===== src/hdl/lcg_window_sum_matcher_top_assert.svh =====
// ----------------------------------------------------------------------------
// lcg window sum matcher assertion macros
// concurrent checks on clk, disabled while arst_n is low
// ----------------------------------------------------------------------------
`ifndef LCG_WINDOW_SUM_MATCHER_TOP_ASSERT_SVH
`define LCG_WINDOW_SUM_MATCHER_TOP_ASSERT_SVH

// condition holds at every edge
`define LCGW_ASSERT_NOW(lbl, cond, msg) \
	lbl: assert property (@(posedge clk) disable iff (!arst_n) (cond)) else $error(msg);

// consequent holds in the same cycle
`define LCGW_ASSERT_IMP(lbl, ante, cons, msg) \
	lbl: assert property (@(posedge clk) disable iff (!arst_n) (ante) |-> (cons)) \
		else $error(msg);

// consequent holds in the following cycle
`define LCGW_ASSERT_NXT(lbl, ante, cons, msg) \
	lbl: assert property (@(posedge clk) disable iff (!arst_n) (ante) |=> (cons)) \
		else $error(msg);

`endif


===== src/hdl/lcgw_pkg.sv =====
// ----------------------------------------------------------------------------
// lcgw_pkg
// types and constants shared by the lcg window sum matcher
// ----------------------------------------------------------------------------
package lcgw_pkg;

	localparam int unsigned SEED_W   = 32;
	localparam int unsigned VALUE_W  = 14;
	localparam int unsigned TARGET_W = 24;
	localparam int unsigned SUM_W    = 25;
	localparam int unsigned COUNT_W  = 32;
	localparam int unsigned CFG_W    = 32;
	localparam int unsigned CFG_IDX_W = 1;
	localparam int unsigned QUOT_W   = 19;
	localparam int unsigned RECIP_SHIFT = 45;

	localparam logic [SEED_W-1:0]   LCG_MUL     = 32'd214013;
	localparam logic [SEED_W-1:0]   LCG_ADD     = 32'd2531011;
	localparam logic [SEED_W-1:0]   SEED_RESET  = 32'd1983;
	localparam logic [VALUE_W-1:0]  VALUE_MOD   = 14'd10000;
	localparam logic [SEED_W-1:0]   VALUE_RECIP = 32'd3518437209;
	localparam logic [TARGET_W-1:0] TARGET_RESET = 24'd1;

	localparam logic [CFG_IDX_W-1:0] REG_TARGET = 1'b0;
	localparam logic [CFG_IDX_W-1:0] REG_SEED   = 1'b1;

	typedef struct packed {
		logic start_case;
		logic last_signal;
	} item_t;

	typedef struct packed {
		logic [VALUE_W-1:0]  signal_value;
		logic [TARGET_W-1:0] window_sum;
		logic [COUNT_W-1:0]  match_count;
		logic                case_done;
	} result_t;

	typedef struct packed {
		logic [SEED_W-1:0]  next_seed;
		logic [VALUE_W-1:0] value;
	} draw_res_t;

endpackage


===== src/hdl/lcgw_ram.sv =====
// ----------------------------------------------------------------------------
// lcgw_ram
// generic single write, single read memory with registered read data
// ----------------------------------------------------------------------------
module lcgw_ram #(
	parameter int unsigned WIDTH = 32,
	parameter int unsigned DEPTH = 2
) (
	input  logic                                       clk,
	input  logic                                       we,
	input  logic [((DEPTH > 1) ? $clog2(DEPTH) : 1)-1:0] waddr,
	input  logic [WIDTH-1:0]                           wdata,
	input  logic                                       re,
	input  logic [((DEPTH > 1) ? $clog2(DEPTH) : 1)-1:0] raddr,
	output logic [WIDTH-1:0]                           rdata
);

	logic [WIDTH-1:0] mem [DEPTH];

	always_ff @(posedge clk) begin
		if (we) begin
			mem[waddr] <= wdata;
		end
		if (re) begin
			rdata <= mem[raddr];
		end
	end

endmodule


===== src/hdl/lcgw_draw.sv =====
// ----------------------------------------------------------------------------
// lcgw_draw
// one generator step: next seed and value (seed mod 10000) + 1, one stage
// ----------------------------------------------------------------------------
module lcgw_draw (
	input  logic                        clk,
	input  logic [lcgw_pkg::SEED_W-1:0] seed,
	output lcgw_pkg::draw_res_t         res
);

	import lcgw_pkg::*;

	logic [2*SEED_W-1:0]  prod;
	logic [SEED_W-1:0]    seed_s1;
	logic [SEED_W-1:0]    next_s1;
	logic [QUOT_W-1:0]    quot_s1;
	logic [VALUE_W-1:0]   qmul;

	// quotient by reciprocal, exact over the full 32-bit seed range
	assign prod = 64'(seed) * 64'(VALUE_RECIP);

	always_ff @(posedge clk) begin
		seed_s1 <= seed;
		quot_s1 <= prod[RECIP_SHIFT +: QUOT_W];
		next_s1 <= seed * LCG_MUL + LCG_ADD;
	end

	// remainder is below 2^14, so low bits suffice
	assign qmul = quot_s1[VALUE_W-1:0] * VALUE_MOD;
	assign res.value = seed_s1[VALUE_W-1:0] - qmul + 14'd1;
	assign res.next_seed = next_s1;

endmodule


===== src/hdl/lcg_window_sum_matcher_top.sv =====
// ----------------------------------------------------------------------------
// lcg_window_sum_matcher_top
// counts generated windows whose sum equals a target
// ----------------------------------------------------------------------------
// item channel (item_valid/item_ready/item) carries one tick: start_case
// reseeds both generators and clears sum and count before the tick.
// result channel (result_valid/result_ready/result) returns one result per
// tick: value drawn, trimmed window sum, match count and case_done.
// configuration: cfg_we writes cfg_data to register cfg_index (0 target,
// 1 seed); a new seed is used from the next start_case.
// order: the item transfer starts a registered read of the head seed, then
// ST_MUL, ST_VAL and ST_CHECK follow; each value removed from the window
// repeats them with the tail seed before ST_CHECK loads the result. one item
// is in work at a time; both generators share the one-stage draw unit.
// the seeds live in a two-entry memory with a valid bit per entry; an entry
// not written since reset or start_case reads as the seed then in force.
// reset clears sum, count, valid bits and the result register.
// a stalled result register blocks the next item transfer; the
// finished item waits in the check state until the register frees up.
// ----------------------------------------------------------------------------
`include "lcg_window_sum_matcher_top_assert.svh"

module lcg_window_sum_matcher_top (
	input  logic                           clk,
	input  logic                           arst_n,
	input  logic                           item_valid,
	output logic                           item_ready,
	input  lcgw_pkg::item_t                item,
	output logic                           result_valid,
	input  logic                           result_ready,
	output lcgw_pkg::result_t              result,
	input  logic                           cfg_we,
	input  logic [lcgw_pkg::CFG_IDX_W-1:0] cfg_index,
	input  logic [lcgw_pkg::CFG_W-1:0]     cfg_data
);

	import lcgw_pkg::*;

	typedef enum logic [1:0] {ST_IDLE, ST_MUL, ST_VAL, ST_CHECK} state_t;
	typedef enum logic [0:0] {GEN_HEAD, GEN_TAIL} gen_t;

	state_t              state_q;
	gen_t                gen_q;
	logic [1:0]          vld_q;
	logic [SEED_W-1:0]   restart_q;
	logic [SEED_W-1:0]   seed_cfg_q;
	logic [TARGET_W-1:0] target_q;
	logic [SUM_W-1:0]    sum_q;
	logic [COUNT_W-1:0]  count_q;
	logic [VALUE_W-1:0]  value_q;
	logic                last_q;
	logic                res_valid_q;
	result_t             res_q;

	logic                ram_we;
	logic                ram_re;
	gen_t                ram_raddr;
	logic [SEED_W-1:0]   ram_rdata;
	logic [SEED_W-1:0]   seed_in;
	draw_res_t           draw_res;
	logic                accept;
	logic                over;
	logic                out_free;
	logic                load_res;
	logic [COUNT_W-1:0]  count_nxt;
	logic [SUM_W-1:0]    value_ext;

	assign item_ready   = (state_q == ST_IDLE);
	assign accept       = item_valid && item_ready;
	assign over         = sum_q > SUM_W'(target_q);
	assign out_free     = !res_valid_q || result_ready;
	assign load_res     = (state_q == ST_CHECK) && !over && out_free;
	assign value_ext    = SUM_W'(draw_res.value);
	assign count_nxt    = (sum_q == SUM_W'(target_q) && count_q != '1) ?
		count_q + COUNT_W'(1) : count_q;

	assign ram_re    = accept || (state_q == ST_CHECK && over);
	assign ram_raddr = (state_q == ST_IDLE) ? GEN_HEAD : GEN_TAIL;
	assign ram_we    = (state_q == ST_VAL);
	assign seed_in   = vld_q[gen_q] ? ram_rdata : restart_q;

	lcgw_ram #(
		.WIDTH (SEED_W),
		.DEPTH (2)
	) u_seed_ram (
		.clk   (clk),
		.we    (ram_we),
		.waddr (gen_q),
		.wdata (draw_res.next_seed),
		.re    (ram_re),
		.raddr (ram_raddr),
		.rdata (ram_rdata)
	);

	lcgw_draw u_draw (
		.clk  (clk),
		.seed (seed_in),
		.res  (draw_res)
	);

	// configuration registers
	always_ff @(posedge clk or negedge arst_n) begin
		if (!arst_n) begin
			target_q   <= TARGET_RESET;
			seed_cfg_q <= SEED_RESET;
		end else if (cfg_we) begin
			unique case (cfg_index)
				REG_TARGET: target_q   <= cfg_data[TARGET_W-1:0];
				REG_SEED:   seed_cfg_q <= cfg_data;
				default:    ;
			endcase
		end
	end

	always_ff @(posedge clk or negedge arst_n) begin
		if (!arst_n) begin
			state_q     <= ST_IDLE;
			gen_q       <= GEN_HEAD;
			vld_q       <= '0;
			restart_q   <= SEED_RESET;
			sum_q       <= '0;
			count_q     <= '0;
			value_q     <= '0;
			last_q      <= 1'b0;
			res_valid_q <= 1'b0;
			res_q       <= '0;
		end else begin
			if (load_res) begin
				res_valid_q <= 1'b1;
			end else if (result_valid && result_ready) begin
				res_valid_q <= 1'b0;
			end
			unique case (state_q)
				ST_IDLE: begin
					if (accept) begin
						gen_q   <= GEN_HEAD;
						last_q  <= item.last_signal;
						state_q <= ST_MUL;
						if (item.start_case) begin
							vld_q     <= '0;
							restart_q <= seed_cfg_q;
							sum_q     <= '0;
							count_q   <= '0;
						end
					end
				end
				ST_MUL: begin
					state_q <= ST_VAL;
				end
				ST_VAL: begin
					vld_q[gen_q] <= 1'b1;
					if (gen_q == GEN_HEAD) begin
						sum_q   <= sum_q + value_ext;
						value_q <= draw_res.value;
					end else begin
						sum_q <= (value_ext >= sum_q) ? '0 : sum_q - value_ext;
					end
					state_q <= ST_CHECK;
				end
				ST_CHECK: begin
					if (over) begin
						gen_q   <= GEN_TAIL;
						state_q <= ST_MUL;
					end else if (out_free) begin
						count_q            <= count_nxt;
						res_q.signal_value <= value_q;
						res_q.window_sum   <= sum_q[TARGET_W-1:0];
						res_q.match_count  <= count_nxt;
						res_q.case_done    <= last_q;
						state_q            <= ST_IDLE;
					end
				end
				default: state_q <= ST_IDLE;
			endcase
		end
	end

	assign result_valid = res_valid_q;
	assign result       = res_q;

	`LCGW_ASSERT_NXT(a_accept_starts_draw, accept, state_q == ST_MUL, "transfer did not start a draw")
	`LCGW_ASSERT_NOW(a_ram_one_access, !(ram_we && ram_re), "seed memory read and write overlap")
	`LCGW_ASSERT_IMP(a_sum_trimmed, result_valid, result.window_sum <= target_q, "window sum above target")
	`LCGW_ASSERT_IMP(a_value_range, result_valid, result.signal_value >= 14'd1 && result.signal_value <= VALUE_MOD, "value out of range")

endmodule

===== config.mk =====
export PLATFORM = sky130hd
export DESIGN_NAME = lcg_window_sum_matcher_top
export DESIGN_NICKNAME = d
export VERILOG_FILES = /design/src/hdl/lcgw_pkg.sv /design/src/hdl/lcgw_ram.sv /design/src/hdl/lcgw_draw.sv /design/src/hdl/lcg_window_sum_matcher_top.sv
export VERILOG_INCLUDE_DIRS = /design/src /design/src/hdl
export SDC_FILE = /design/constraint.sdc
export NUM_CORES = 2
export LEC_CHECK = 0
export BUFFER_PORTS_ARGS = -buffer_cell sky130_fd_sc_hd__buf_4
export CORE_MARGIN = 5
export CORE_UTILIZATION = 50
export DETAILED_ROUTE_END_ITERATION = 7
export GPL_TIMING_DRIVEN = 0
export MAX_ROUTING_LAYER = met4
export PLACE_DENSITY = 0.77
export SKIP_LAST_GASP = 1
export SYNTH_ARGS = -nofsm -noshare
export SYNTH_HDL_FRONTEND = slang
export SYNTH_SLANG_ARGS = --single-unit

===== constraint.sdc =====
create_clock -name clk -period 8.65 [get_ports clk]
set_clock_uncertainty 0.2 [all_clocks]
set_input_delay 1.73 -clock clk [delete_from_list [all_inputs] [get_ports clk]]
set_output_delay 1.73 -clock clk [all_outputs]
set_load 0.01 [all_outputs]

==> flow_summary.ini <==
[final_layout]
fill_cells = 6697
fin_nets = 5285
multi_input_area_um2 = 27750
syn_to_final_growth_pct = 13.55
drive_gt1_share_pct = 13.43
final_util_pct = 57.30
final_cells = 5238
seqCellArea_um2 = 9962

[setup_path]
worstSetupEndpointType = register
startpoint = gen_q
timing.rr.start = gen_q
crit_fanout = 10
r2r_end = u_draw.quot_s1[9]
start_kind = register
worstSetupPathType = reg2reg
worstPathArrival_ns = 8.68
worstRegToRegCells = 30
r2r_slack_ns = 0.21
cp-endpoint = u_draw.quot_s1[9]
path_common_cell = fa_1
cp_slowest_stage_delay_ns = 0.63
crit_path_top_delay_cell = fa_1
cp.required_ns = 8.89

[logic_synthesis]
ys_seq_area_share_pct = 24.47
synth-compound-area-share_pct = 7.262
syn_avg_cell_area_um2 = 10.47
synth_area_leaders = fa_1 28%, ha_1 16%, dfrtp_1 13%
synth_seq_cells = 389
synth_top_area_share_pct = 28.08
synth_edf_count = 96
async_reset_ff_share_pct = 60.93
synth_nets = 5025
synth_top_area_cell = fa_1
ys.flop_type = dfrtp_1
synthAdderAreaFrac_pct = 44.27
syn_inst = 3887
synthMuxAreaShare_pct = 3.918
synth_simple_gate_area_share_pct = 7.203
synth_top_family_by_area = adder cells
synth_warnings = 0
synth_xor_area_share_pct = 3.743
ys_types = 75
synth_area_um2 = 40710

[clock_network]
htree_levels = 2
cts.sinks = 389
cts_buffers = 38
cts-root-buf = clkbuf_16
ctsLongestPathBuffers = 3
clk_latency_ns = 0.56
cts_tree = done
clk_pin_slew_ns = 0.07

[global_route]
grt_pass1_wl_um = 176900
grt_max_degree = 109
globalRouteTotalUtil_pct = 27.27
grt_overflow_total = 0
grt_antenna_before_repair = 6
grt_pass1_vias = 30240

[sta]
finalCritPeriodShare_pct = 97.56
setup_viol = 0
hold_violations = 0
tns_ns = 0
worst_pin_slew_ns = 1.054
period_needed_ns = 8.439
slew_headroom_pct = 29.71
clock.fmax_ghz = 0.1185
report.final.slew_viol_count = 0

[routing]
viasPerCell = 5.483
drtAntennaViolNets = 0
drt_iter0_drc = 1895
drc = 0
wirelength_um = 115700
wl_per_cell_um = 22.09
drt_first_pass_iters = 5
via_count = 28720

[placement]
gp_congestion = 1.036
port_buffers = 112
post-place-cells = 5063
dp_hpwl_um = 93900

[min_path]
hp-class = reg2reg

[die]
initial_core_util_pct = 50.47
die_w_um = 295.4
dieArea_um2 = 87230
pin_count = 113
rows = 104
coreArea_um2 = 80680
die_h_um = 295.4

[status]
status = complete, no violations

[job]
drv_cap = 0
==> what timing repair did <==
action,CTS,global route
resized for setup,93,68
cloned,0,2
endpoints found under the setup margin,30,12
setup buffers,53,49
pin swaps,3,15
hold buffers,0,0
==> synth_stat cells (all sizes together), types with 13 or more instances <==
master  number
nor2        69
or2         29
nand4       27
clkbuf      71
ha         527
o21ai      153
xnor2      112
fa         571
edfxtp      96
mux2i       30
nand2      268
and2        13
dfxtp       56
nand3       41
o21a        20
inv        905
dfstp       21
dfrtp      216
nand2b      20
nor3        44
mux2       115
o21bai      14
a21oi      124
a21o        63
xor2        62
or3         25
a31oi       25
nor2b       19
and3        26
==> routing by layer <==
metal | track usage [%] | share of wire [%]
met5 | - | 0
met4 | 12.95 | 6.4
met3 | 2.148 | 5.2
met2 | 45.63 | 49
met1 | 33.94 | 39
==> placed cells by master, fill, tap and decap left out, types with 67 or more instances in the layout <==
| master | synthesis | routed |
|---|---|---|
| nand2_1 | 268 | 267 |
| inv_1 | 905 | 885 |
| ha_1 | 527 | 507 |
| o21ai_0 | 151 | 148 |
| fa_1 | 571 | 564 |
| edfxtp_1 | 96 | 96 |
| mux2_2 | 115 | 109 |
| buf_4 | 0 | 195 |
| xnor2_1 | 112 | 103 |
| nor2_1 | 69 | 67 |
| clkbuf_1 | 71 | 79 |
| dfrtp_1 | 216 | 215 |
| a21oi_1 | 124 | 122 |
==> layout make-up <==
cell class,count,share of cell area (%)
sequential,389,21.55
antenna,1,0.005413
tap,1060,2.869
buffer,81,0.8336
clock buffer,51,2.273
inverter,908,7.532
clock inverter,19,0.6035
multi-input combinational,2508,60.02
timing repair buffer,221,4.314
==> worst min-delay path by stage <==
stage / slack, ns / cells after the start / from / endpoint
floorplan: 0.20 / 0 / u_draw.next_s1[0] / u_seed_ram.mem[0][0]
finish: 0.23 / 0 / u_draw.next_s1[31] / u_seed_ram.mem[0][31]
global placement: 0.20 / 0 / u_draw.next_s1[0] / u_seed_ram.mem[0][0]
CTS: 0.22 / 0 / u_draw.next_s1[31] / u_seed_ram.mem[0][31]
global route: 0.24 / 0 / u_draw.next_s1[16] / u_seed_ram.mem[0][16]
detailed placement: 0.21 / 0 / u_draw.next_s1[31] / u_seed_ram.mem[0][31]
==> sequential cells by signal, indices dropped and copies added, names as in the netlist <==
signal            flops
restart_q            32
u_draw.next_s1       32
u_draw.quot_s1       10
u_seed_ram.rdata     32
vld_q                 2
gen_q                 1
u_draw.seed_s1       14
seed_cfg_q           32
result_valid          1
state_q               2
u_seed_ram.mem       64
sum_q                25
target_q             24
value_q              14
last_q                1
result               71
count_q              32
==> worst max-delay path, delay by kind of cell, from the launching register on <==
| family | cells | cell delay (ns) |
|---|---|---|
| and+or+nand+nor | 4 | 0.60 |
| muxes | 2 | 0.64 |
| AOI/OAI and AO/OA | 4 | 0.93 |
| xor gates and xnor gates | 1 | 0.19 |
| adders and majority gates | 9 | 4.15 |
| DFF | 1 | 0.41 |
| buffers and inverters | 10 | 1.19 |
==> kinds of logic (layout without fill, tap and decap cells) <==
family / Yosys count / after routing
xor gates and xnor gates: 174 / 174
adders and majority gates: 1098 / 1098
muxes: 145 / 145
buffers and inverters: 990 / 1280
and+or+nand+nor: 612 / 612
AOI/OAI and AO/OA: 479 / 479
DFF: 389 / 389
other: 0 / 1
==> through the flow <==
| step | worst slack (ns) | instance area [um^2] | hold slack [ns] |
|---|---|---|---|
| 6_report | 0.2113 | 46230 | 0.2260 |
| 5_1_grt | -0.02094 | 46230 | 0.2369 |
| 3_3_place_gp | -3.285 | 42900 | 0.2038 |
| 2_1_floorplan | 0.01548 | 40730 | 0.2037 |
| 4_1_cts | 0.007794 | 45270 | 0.2232 |
| 3_5_place_dp | -3.392 | 43010 | 0.2124 |
Power is left out: the tool's default activity adds up to more than one toggle a clock period on the data nets, which glitch-free logic cannot reach.
